<file path="src/histogram_battery_gauge_core_macros.svh">
// Assertion macros for the histogram battery gauge.
// Included by the top level; expects clk and rst in scope.
`ifndef HISTOGRAM_BATTERY_GAUGE_CORE_MACROS_SVH
`define HISTOGRAM_BATTERY_GAUGE_CORE_MACROS_SVH
`ifndef SYNTHESIS
// same-cycle implication
`define HBG_ASSERT_IMP(lbl, ante, cons, msg) \
  lbl: assert property (@(posedge clk) disable iff (rst) (ante) |-> (cons)) \
    else $error(msg);
// next-cycle implication
`define HBG_ASSERT_NXT(lbl, ante, cons, msg) \
  lbl: assert property (@(posedge clk) disable iff (rst) (ante) |=> (cons)) \
    else $error(msg);
`else
`define HBG_ASSERT_IMP(lbl, ante, cons, msg)
`define HBG_ASSERT_NXT(lbl, ante, cons, msg)
`endif
`endif

</file>
<file path="src/hbg_pkg.sv">
// Shared types and constants for the histogram battery gauge.
// No dependencies; imported by the top level and hbg_div (hbg_ram does not use it).
`timescale 1ns / 1ps

package hbg_pkg;

  localparam int BUCKET_BITS  = 5;
  localparam int ADC_BITS     = 12;
  localparam int BUCKET_SHIFT = ADC_BITS - BUCKET_BITS;
  localparam int BUCKET_COUNT = 1 << BUCKET_BITS;

  localparam int OP_W     = 3;
  localparam int COUNT_W  = 16;
  localparam int TOTAL_W  = 21;
  localparam int ACC_W    = TOTAL_W + 1;
  localparam int LEVEL_W  = 7;
  localparam int SCALE_W  = 10;                          // holds 1000
  localparam int PCT_W    = 7;                           // holds 100
  localparam int PER_W    = COUNT_W + SCALE_W - BUCKET_SHIFT;
  localparam int DIV_W    = ACC_W + PCT_W;
  localparam int DCNT_W   = $clog2(DIV_W + 1);

  localparam logic [COUNT_W-1:0] COUNT_MAX   = '1;
  localparam logic [SCALE_W-1:0] PER_MILLE   = SCALE_W'(1000);
  localparam logic [TOTAL_W-1:0] MILLE_DIV   = TOTAL_W'(1000);
  localparam logic [DIV_W-1:0]   PERCENT_MUL = DIV_W'(100);
  localparam logic [LEVEL_W-1:0] LEVEL_MAX   = LEVEL_W'(100);

  typedef enum logic [OP_W-1:0] {
    OP_CLEAR = 3'd0,
    OP_ADD   = 3'd1,
    OP_QUERY = 3'd2,
    OP_WRITE = 3'd3,
    OP_READ  = 3'd4
  } op_t;

  typedef enum logic [3:0] {
    S_IDLE,
    S_DISPATCH,
    S_SUM,
    S_MUL2,
    S_DIV1,
    S_MUL3,
    S_DIV2,
    S_UPD,
    S_RDOUT,
    S_DONE
  } state_t;

  typedef struct packed {
    logic               start;
    logic [DIV_W-1:0]   dividend;
    logic [TOTAL_W-1:0] divisor;
  } div_req_t;

  typedef struct packed {
    logic             done;
    logic [DIV_W-1:0] quotient;
  } div_rsp_t;

endpackage

</file>
<file path="src/histogram_battery_gauge_core.sv">
// Histogram battery gauge: top level with sequencer, bucket store and datapath.
// Depends on hbg_pkg, hbg_ram, hbg_div and the assertion macro header.
//
//   channel | handshake            | payload
//   --------+----------------------+-------------------------------------------
//   in      | in_valid / in_stall  | opcode, reading, bucket_index, bucket_value
//   out     | out_valid / out_stall| level, level_known, bucket_data
//
// Clear, unused opcodes and trivial queries go from accept through dispatch straight
// to the result; add, write and read pass one more state (update or readout). A full
// query walks the lower buckets on the store's one read port, then makes
// two 29-step passes through the serial divider (/1000, then /total).
// Reset clears the per-bucket valid bits and the total at once; no clearing pass.
// in_stall is high while an item is in work; a result waits in the output register
// while out_stall is high, and the next item can be accepted meanwhile.
`timescale 1ns / 1ps
`include "histogram_battery_gauge_core_macros.svh"

module histogram_battery_gauge_core (
  input  logic                        clk,
  input  logic                        rst,
  input  logic                        in_valid,
  output logic                        in_stall,
  input  logic [hbg_pkg::OP_W-1:0]    opcode,
  input  logic [hbg_pkg::ADC_BITS-1:0] reading,
  input  logic [hbg_pkg::BUCKET_BITS-1:0] bucket_index,
  input  logic [hbg_pkg::COUNT_W-1:0] bucket_value,
  output logic                        out_valid,
  input  logic                        out_stall,
  output logic [hbg_pkg::LEVEL_W-1:0] level,
  output logic                        level_known,
  output logic [hbg_pkg::COUNT_W-1:0] bucket_data
);
  import hbg_pkg::*;

  state_t state, state_next;

  // latched item
  op_t                    op_q;
  logic [ADC_BITS-1:0]    rd_q;
  logic [BUCKET_BITS-1:0] bidx_q;
  logic [COUNT_W-1:0]     bval_q;

  // histogram state
  logic [BUCKET_COUNT-1:0] valid;
  logic                    valid_q;
  logic [TOTAL_W-1:0]      total;

  // query datapath
  logic [BUCKET_BITS-1:0] ptr;
  logic [TOTAL_W-1:0]     acc;
  logic [PER_W-1:0]       per;
  logic [ACC_W-1:0]       interp;

  // pending result
  logic [LEVEL_W-1:0] res_level;
  logic               res_known;
  logic [COUNT_W-1:0] res_data;

  // store ports
  logic                   ram_we;
  logic [BUCKET_BITS-1:0] ram_waddr;
  logic [COUNT_W-1:0]     ram_wdata;
  logic [BUCKET_BITS-1:0] ram_raddr;
  logic [COUNT_W-1:0]     ram_rdata;

  div_req_t div_req;
  div_rsp_t div_rsp;

  logic [BUCKET_BITS-1:0]       rd_idx;
  logic [BUCKET_SHIFT-1:0]      rel;
  logic [COUNT_W-1:0]           cnt_eff;
  logic [COUNT_W+SCALE_W-1:0]   scaled;
  logic                         accept;
  logic                         out_free;

  assign rd_idx   = rd_q[ADC_BITS-1 -: BUCKET_BITS];
  assign rel      = rd_q[BUCKET_SHIFT-1:0];
  assign cnt_eff  = valid_q ? ram_rdata : '0;  // never-written entries read as zero
  assign scaled   = {{SCALE_W{1'b0}}, cnt_eff} * {{COUNT_W{1'b0}}, PER_MILLE};
  assign accept   = in_valid && !in_stall;
  assign out_free = !out_valid || !out_stall;

  hbg_ram #(
    .WIDTH (COUNT_W),
    .DEPTH (BUCKET_COUNT)
  ) u_store (
    .clk   (clk),
    .we    (ram_we),
    .waddr (ram_waddr),
    .wdata (ram_wdata),
    .raddr (ram_raddr),
    .rdata (ram_rdata)
  );

  hbg_div u_div (
    .clk (clk),
    .rst (rst),
    .req (div_req),
    .rsp (div_rsp)
  );

  always_ff @(posedge clk) begin
    if (rst) begin
      state <= S_IDLE;
    end else begin
      state <= state_next;
    end
  end

  // sequencer: next state, store and divider control
  always_comb begin
    state_next       = state;
    in_stall         = 1'b1;
    ram_raddr        = '0;
    ram_we           = 1'b0;
    ram_waddr        = (op_q == OP_ADD) ? rd_idx : bidx_q;
    ram_wdata        = bval_q;
    div_req.start    = 1'b0;
    div_req.dividend = {{(DIV_W-BUCKET_SHIFT){1'b0}}, rel} * {{(DIV_W-PER_W){1'b0}}, per};
    div_req.divisor  = MILLE_DIV;
    case (state)
      S_IDLE: begin
        in_stall = 1'b0;
        if (in_valid) begin
          state_next = S_DISPATCH;
        end
      end
      S_DISPATCH: begin
        case (op_q)
          OP_ADD: begin
            ram_raddr  = rd_idx;
            state_next = S_UPD;
          end
          OP_WRITE: begin
            ram_raddr  = bidx_q;
            state_next = S_UPD;
          end
          OP_READ: begin
            ram_raddr  = bidx_q;
            state_next = S_RDOUT;
          end
          OP_QUERY: begin
            ram_raddr  = '0;
            state_next = (total == '0 || rd_q == '0) ? S_DONE : S_SUM;
          end
          default: begin
            state_next = S_DONE;
          end
        endcase
      end
      S_SUM: begin
        if (ptr == rd_idx) begin
          state_next = S_MUL2;
        end else begin
          ram_raddr = ptr + BUCKET_BITS'(1);
        end
      end
      S_MUL2: begin
        div_req.start = 1'b1;
        state_next    = S_DIV1;
      end
      S_DIV1: begin
        if (div_rsp.done) begin
          state_next = S_MUL3;
        end
      end
      S_MUL3: begin
        div_req.start    = 1'b1;
        div_req.dividend = {{(DIV_W-ACC_W){1'b0}}, interp} * PERCENT_MUL;
        div_req.divisor  = total;
        state_next       = S_DIV2;
      end
      S_DIV2: begin
        if (div_rsp.done) begin
          state_next = S_DONE;
        end
      end
      S_UPD: begin
        if (op_q == OP_ADD) begin
          ram_we    = (cnt_eff != COUNT_MAX);  // saturating bucket
          ram_wdata = cnt_eff + COUNT_W'(1);
        end else begin
          ram_we = 1'b1;
        end
        state_next = S_DONE;
      end
      S_RDOUT: begin
        state_next = S_DONE;
      end
      S_DONE: begin
        if (out_free) begin
          state_next = S_IDLE;
        end
      end
      default: begin
        state_next = S_IDLE;
      end
    endcase
  end

  // control state: valid bits, total, output handshake
  always_ff @(posedge clk) begin
    if (rst) begin
      valid     <= '0;
      total     <= '0;
      out_valid <= 1'b0;
    end else begin
      if (state == S_DISPATCH && op_q == OP_CLEAR) begin
        valid <= '0;
        total <= '0;
      end
      if (ram_we) begin
        valid[ram_waddr] <= 1'b1;
        if (op_q == OP_ADD) begin
          total <= total + TOTAL_W'(1);
        end else begin
          total <= total - TOTAL_W'(cnt_eff) + TOTAL_W'(bval_q);
        end
      end
      if (state == S_DONE && out_free) begin
        out_valid <= 1'b1;
      end else if (out_valid && !out_stall) begin
        out_valid <= 1'b0;
      end
    end
  end

  // payload and datapath registers
  always_ff @(posedge clk) begin
    valid_q <= valid[ram_raddr];
    if (accept) begin
      op_q   <= op_t'(opcode);
      rd_q   <= reading;
      bidx_q <= bucket_index;
      bval_q <= bucket_value;
    end
    case (state)
      S_DISPATCH: begin
        res_level <= '0;
        res_known <= (op_q == OP_QUERY) && (total != '0);
        res_data  <= '0;
        ptr       <= '0;
        acc       <= '0;
      end
      S_SUM: begin
        if (ptr == rd_idx) begin
          per <= scaled[COUNT_W+SCALE_W-1:BUCKET_SHIFT];
        end else begin
          acc <= acc + TOTAL_W'(cnt_eff);
          ptr <= ptr + BUCKET_BITS'(1);
        end
      end
      S_DIV1: begin
        if (div_rsp.done) begin
          interp <= div_rsp.quotient[ACC_W-1:0] + {1'b0, acc};
        end
      end
      S_DIV2: begin
        if (div_rsp.done) begin
          res_level <= (div_rsp.quotient > {{(DIV_W-LEVEL_W){1'b0}}, LEVEL_MAX})
                       ? LEVEL_MAX : div_rsp.quotient[LEVEL_W-1:0];
        end
      end
      S_RDOUT: begin
        res_data <= cnt_eff;
      end
      default: begin
      end
    endcase
    if (state == S_DONE && out_free) begin
      level       <= res_level;
      level_known <= res_known;
      bucket_data <= res_data;
    end
  end

  `HBG_ASSERT_IMP(a_level_range, out_valid, level <= LEVEL_MAX, "level above 100")
  `HBG_ASSERT_IMP(a_level_known, out_valid && level != '0, level_known, "level without known total")
  `HBG_ASSERT_IMP(a_data_alone, out_valid && bucket_data != '0, level == '0 && !level_known, "bucket data mixed with level")
  `HBG_ASSERT_NXT(a_accept_dispatch, accept, state == S_DISPATCH, "accepted item not dispatched")

endmodule

</file>
<file path="src/hbg_ram.sv">
// Generic single-port-write, single-port-read RAM with registered read.
// No dependencies.
`timescale 1ns / 1ps

module hbg_ram #(
  parameter int WIDTH = 16,
  parameter int DEPTH = 32
) (
  input  logic                     clk,
  input  logic                     we,
  input  logic [$clog2(DEPTH)-1:0] waddr,
  input  logic [WIDTH-1:0]         wdata,
  input  logic [$clog2(DEPTH)-1:0] raddr,
  output logic [WIDTH-1:0]         rdata
);

  logic [WIDTH-1:0] mem [DEPTH];

  always_ff @(posedge clk) begin
    if (we) begin
      mem[waddr] <= wdata;
    end
    rdata <= mem[raddr];
  end

endmodule

</file>
<file path="src/hbg_div.sv">
// Restoring serial divider, one quotient bit per cycle.
// Uses hbg_pkg for widths and the request/response structs.
`timescale 1ns / 1ps

module hbg_div (
  input  logic              clk,
  input  logic              rst,
  input  hbg_pkg::div_req_t req,
  output hbg_pkg::div_rsp_t rsp
);
  import hbg_pkg::*;

  logic [TOTAL_W-1:0] rem;
  logic [DIV_W-1:0]   quo;
  logic [TOTAL_W-1:0] dvs;
  logic [DCNT_W-1:0]  cnt;
  logic               busy;
  logic               done;

  logic [TOTAL_W:0]   shifted;
  logic [TOTAL_W:0]   diff;
  logic               fits;

  assign shifted = {rem, quo[DIV_W-1]};
  assign diff    = shifted - {1'b0, dvs};
  assign fits    = (shifted >= {1'b0, dvs});

  always_ff @(posedge clk) begin
    if (rst) begin
      busy <= 1'b0;
      done <= 1'b0;
    end else begin
      done <= 1'b0;
      if (req.start) begin
        busy <= 1'b1;
      end else if (busy && cnt == DCNT_W'(1)) begin
        busy <= 1'b0;
        done <= 1'b1;
      end
    end
  end

  always_ff @(posedge clk) begin
    if (req.start) begin
      rem <= '0;
      quo <= req.dividend;
      dvs <= req.divisor;
      cnt <= DCNT_W'(DIV_W);
    end else if (busy) begin
      rem <= fits ? diff[TOTAL_W-1:0] : shifted[TOTAL_W-1:0];
      quo <= {quo[DIV_W-2:0], fits};
      cnt <= cnt - DCNT_W'(1);
    end
  end

  assign rsp.done     = done;
  assign rsp.quotient = quo;

endmodule

</file>
<file path="config.mk">
export PLATFORM = sky130hd
export DESIGN_NAME = histogram_battery_gauge_core
export DESIGN_NICKNAME = d
export VERILOG_FILES = /design/src/hbg_pkg.sv /design/src/histogram_battery_gauge_core.sv /design/src/hbg_ram.sv /design/src/hbg_div.sv
export VERILOG_INCLUDE_DIRS = /design/src /design/src/src
export SDC_FILE = /design/constraint.sdc
export NUM_CORES = 2
export LEC_CHECK = 0
export ABC_AREA = 1
export ABC_CLOCK_PERIOD_IN_PS = 4750
export BUFFER_PORTS_ARGS = -buffer_cell sky130_fd_sc_hd__buf_2
export CAP_MARGIN = 0
export CORE_UTILIZATION = 58
export CTS_CLUSTER_DIAMETER = 100
export DETAILED_ROUTE_END_ITERATION = 12
export PLACE_DENSITY = 0.78
export SETUP_SLACK_MARGIN = 0.2
export SYNTH_ARGS = -nofsm -noshare
export SYNTH_HDL_FRONTEND = slang
export SYNTH_HIERARCHICAL = 1
export SYNTH_SLANG_ARGS = --single-unit
</file>
<file path="constraint.sdc">
create_clock -name clk -period 4.75 [get_ports clk]
set_input_delay 0.7125 -clock clk [delete_from_list [all_inputs] [get_ports clk]]
set_output_delay 0.7125 -clock clk [all_outputs]
set_load 0.005 [all_outputs]
</file>
==> flow_summary.ini <==
[timing]
min_period_ps = 4710
hold_viol_final = 0
setup_viol = 0
post-route-period-util_pct = 99.2
final-max-slew-violation-count = 0
rsz0062_at_grt = yes
relSlewSlack_pct = 12.2
worst_hold_slack_ps = 225
timing.fmax_mhz = 212
finClkSkew_ps = 26.7
timing_worst_slew_pin_value_ps = 1320
setup_ws_ps = 37.2
fin_setup_tns_ps = 0

[logic_synthesis]
synth.net_count = 5819
synth_common_cells = nand2_1, edfxtp_1, inv_1
yosysTopAreaCell = edfxtp_1
synth.area.top_cells = edfxtp_1, nand2_1, fa_1, ha_1, nand3_1
yosys_warnings = 6
synth_seq_cells = 816
synth_area_per_cell_um2 = 9.10
synth_edf_count = 713
synthDistinctLibCells = 62
ys_seq_area_share_pct = 48.2
synth.most_common_cell = nand2_1
synth_top_area_share_pct = 44.0
synthCells = 5351
synth_area_um2 = 48700
async_reset_ff_share_pct = 0
synthFlopType = edfxtp_1

[clocking]
h-tree-depth = 3
numCtsBuffers = 84
clk_path_buf_depth = 3
cts_tree = yes
clkTransAtPathRegs_ps = 60
clock_latency_ps = 670
cts.sinks = 816
cts-root-buf = clkbuf_16
hold_buffers = 0

[die]
initial_core_util_pct = 59.0
core_um2 = 82500
dieHeight_um = 292
pin_count = 66
design.die.area_um2 = 85100
rows = 105
die_width_um = 292

[critical_path]
critPathMaxFanout = 10
start_kind = register
worstPathRequired_ps = 5160
critPathKind = register to register
end_kind = register
cp_top_family = adder cells
slowest_delay_ps = 530
path_cells = buf_6 > clkbuf_16 > nand2_1 > fa_1 > inv_1 > fa_1 > fa_1 > inv_1 > fa_1 > inv_1 > ha_4 > a21oi_1 > o21ai_0 > a211oi_2 > nand3_2 > o21ai_1 > nand2_1 > nand2_1 > nand2_1
crit_slowest_cell = fa_1
critPathBufInv = 5
worstPathArrival_ps = 5120

[global_routing]
grt_antenna_before_repair = 2
grt_remaining_overflow = 0
grt_start_max_net_pins = 138
grt_usage_pct = 30.6
grt_pass1_vias = 36925
grt_pass1_wl_um = 202000

[run_status]
status = finished, final reports clean

[layout]
antenna_cells = 0
drive_above_1_share_pct = 12.6
final_nets = 6021
syn_to_final_growth_pct = 12.7
stdcell_area_um2 = 54900
nFillCells = 6397

[detailed_routing]
routed_wl_um = 131000
drtPass1Iterations = 6
drc_errors = 0
drtIter0Drc = 3978
ant_nets = 0
viasPerCell = 5.68
wl_per_cell_um = 19.6
vias = 37993

[pwr]
finalPower_mw = 34.2
pwr_density_cell_nw_per_um2 = 623
ir_drop_mv = 0.739
p_leak_nw = 24.2

[placed_design]
placed_area_um2 = 51000
io_buffers = 65
dp_hpwl_um = 90200
gp_congestion = 0.971
pre_cts_slack_ps = -75.8

[worst_hold_path]
hp-class = primary input to register

[run]
drv_cap = 0
## placed cells by master, fill, tap and decap left out, types with 109 or more instances in the layout
| cell type | synthesis | layout |
|---|---|---|
| a21oi_1 | 275 | 240 |
| buf_4 | 10 | 198 |
| edfxtp_1 | 713 | 713 |
| fa_1 | 174 | 173 |
| ha_1 | 254 | 235 |
| inv_1 | 704 | 683 |
| nand2_1 | 1572 | 1541 |
| nand3_1 | 565 | 555 |
| nor2_1 | 261 | 240 |
| o21ai_0 | 140 | 109 |
## worst paths after layout
path / to / startpoint / slack (ps) / depth (start not counted)
setup / recovery: u_div/quo[25]$_DFFE_PP_ / rd_q[1]$_DFFE_PP_ / 40 / 19
hold / removal: rd_q[10]$_DFFE_PP_ / reading[10] / 230 / 1
setup reg to reg: u_div/quo[25]$_DFFE_PP_ / rd_q[1]$_DFFE_PP_ / 40 / 19
hold reg to reg: level[5]$_DFFE_PP_ / res_level[5]$_SDFFCE_PN0P_ / 420 / 0
## per-stage QoR
stage | cells | utilization [%]
floorplan | 5351 | -
global placement | 6502 | 61.8
detailed placement | 6502 | 61.8
CTS | 6675 | 65.8
global route | 6688 | 66.5
finish | 6688 | 66.5
## sequential cells by signal, indices dropped and copies added, names as in the netlist, 19 cells and up
signal	cells
per	19
u_div/quo	29
u_div/dvs	21
acc	21
total	21
valid	32
interp	22
u_store/mem	512
u_div/rem	21
## report_power, final
group	switching, mW	total (mW)	internal [mW]
logic	11.5	18.6	7.07
clock network	2.81	6.31	3.50
registers	0.420	9.25	8.83
total	14.8	34.2	19.4
## what timing repair did
action	4_1_cts	5_1_grt
endpoints found under the hold margin	0	0
endpoints found under the setup margin	27	31
gates resized for setup	127	113
setup buffers	21	12
cloned	1	1
pin swaps	63	69
## metal layers
metal	GRT usage, %	routed length [µm]	part of all wire, %	vias up
met3	3.99	10500	8.1	303
met5	0	0	0	-
li1	-	-	-	18026
met2	50.2	62500	48	1703
met4	14.4	6170	4.7	0
met1	40.5	51700	40	17961
## cell families after synthesis
| logic type | Yosys count | share of synthesized area [%] |
|---|---|---|
| DFF | 816 | 48.2 |
| buffers and inverters | 905 | 7.88 |
| adders and majority gates | 428 | 13.7 |
| xor gates and xnor gates | 78 | 1.40 |
| AOI/OAI and AO/OA | 544 | 6.14 |
| and+or+nand+nor | 2580 | 22.7 |
## layout make-up
type | count | area [µm²] | area share, %
Tap cell | 1070 | 1340 | 2.44
Multi-Input combinational cell | 3630 | 22400 | 40.9
Clock inverter | 45 | 384 | 0.700
Sequential cell | 816 | 23500 | 42.8
Clock buffer | 106 | 2220 | 4.06
Timing Repair Buffer | 292 | 2260 | 4.13
Inverter | 729 | 2750 | 5.01
(Power assumes the default switching activity.)
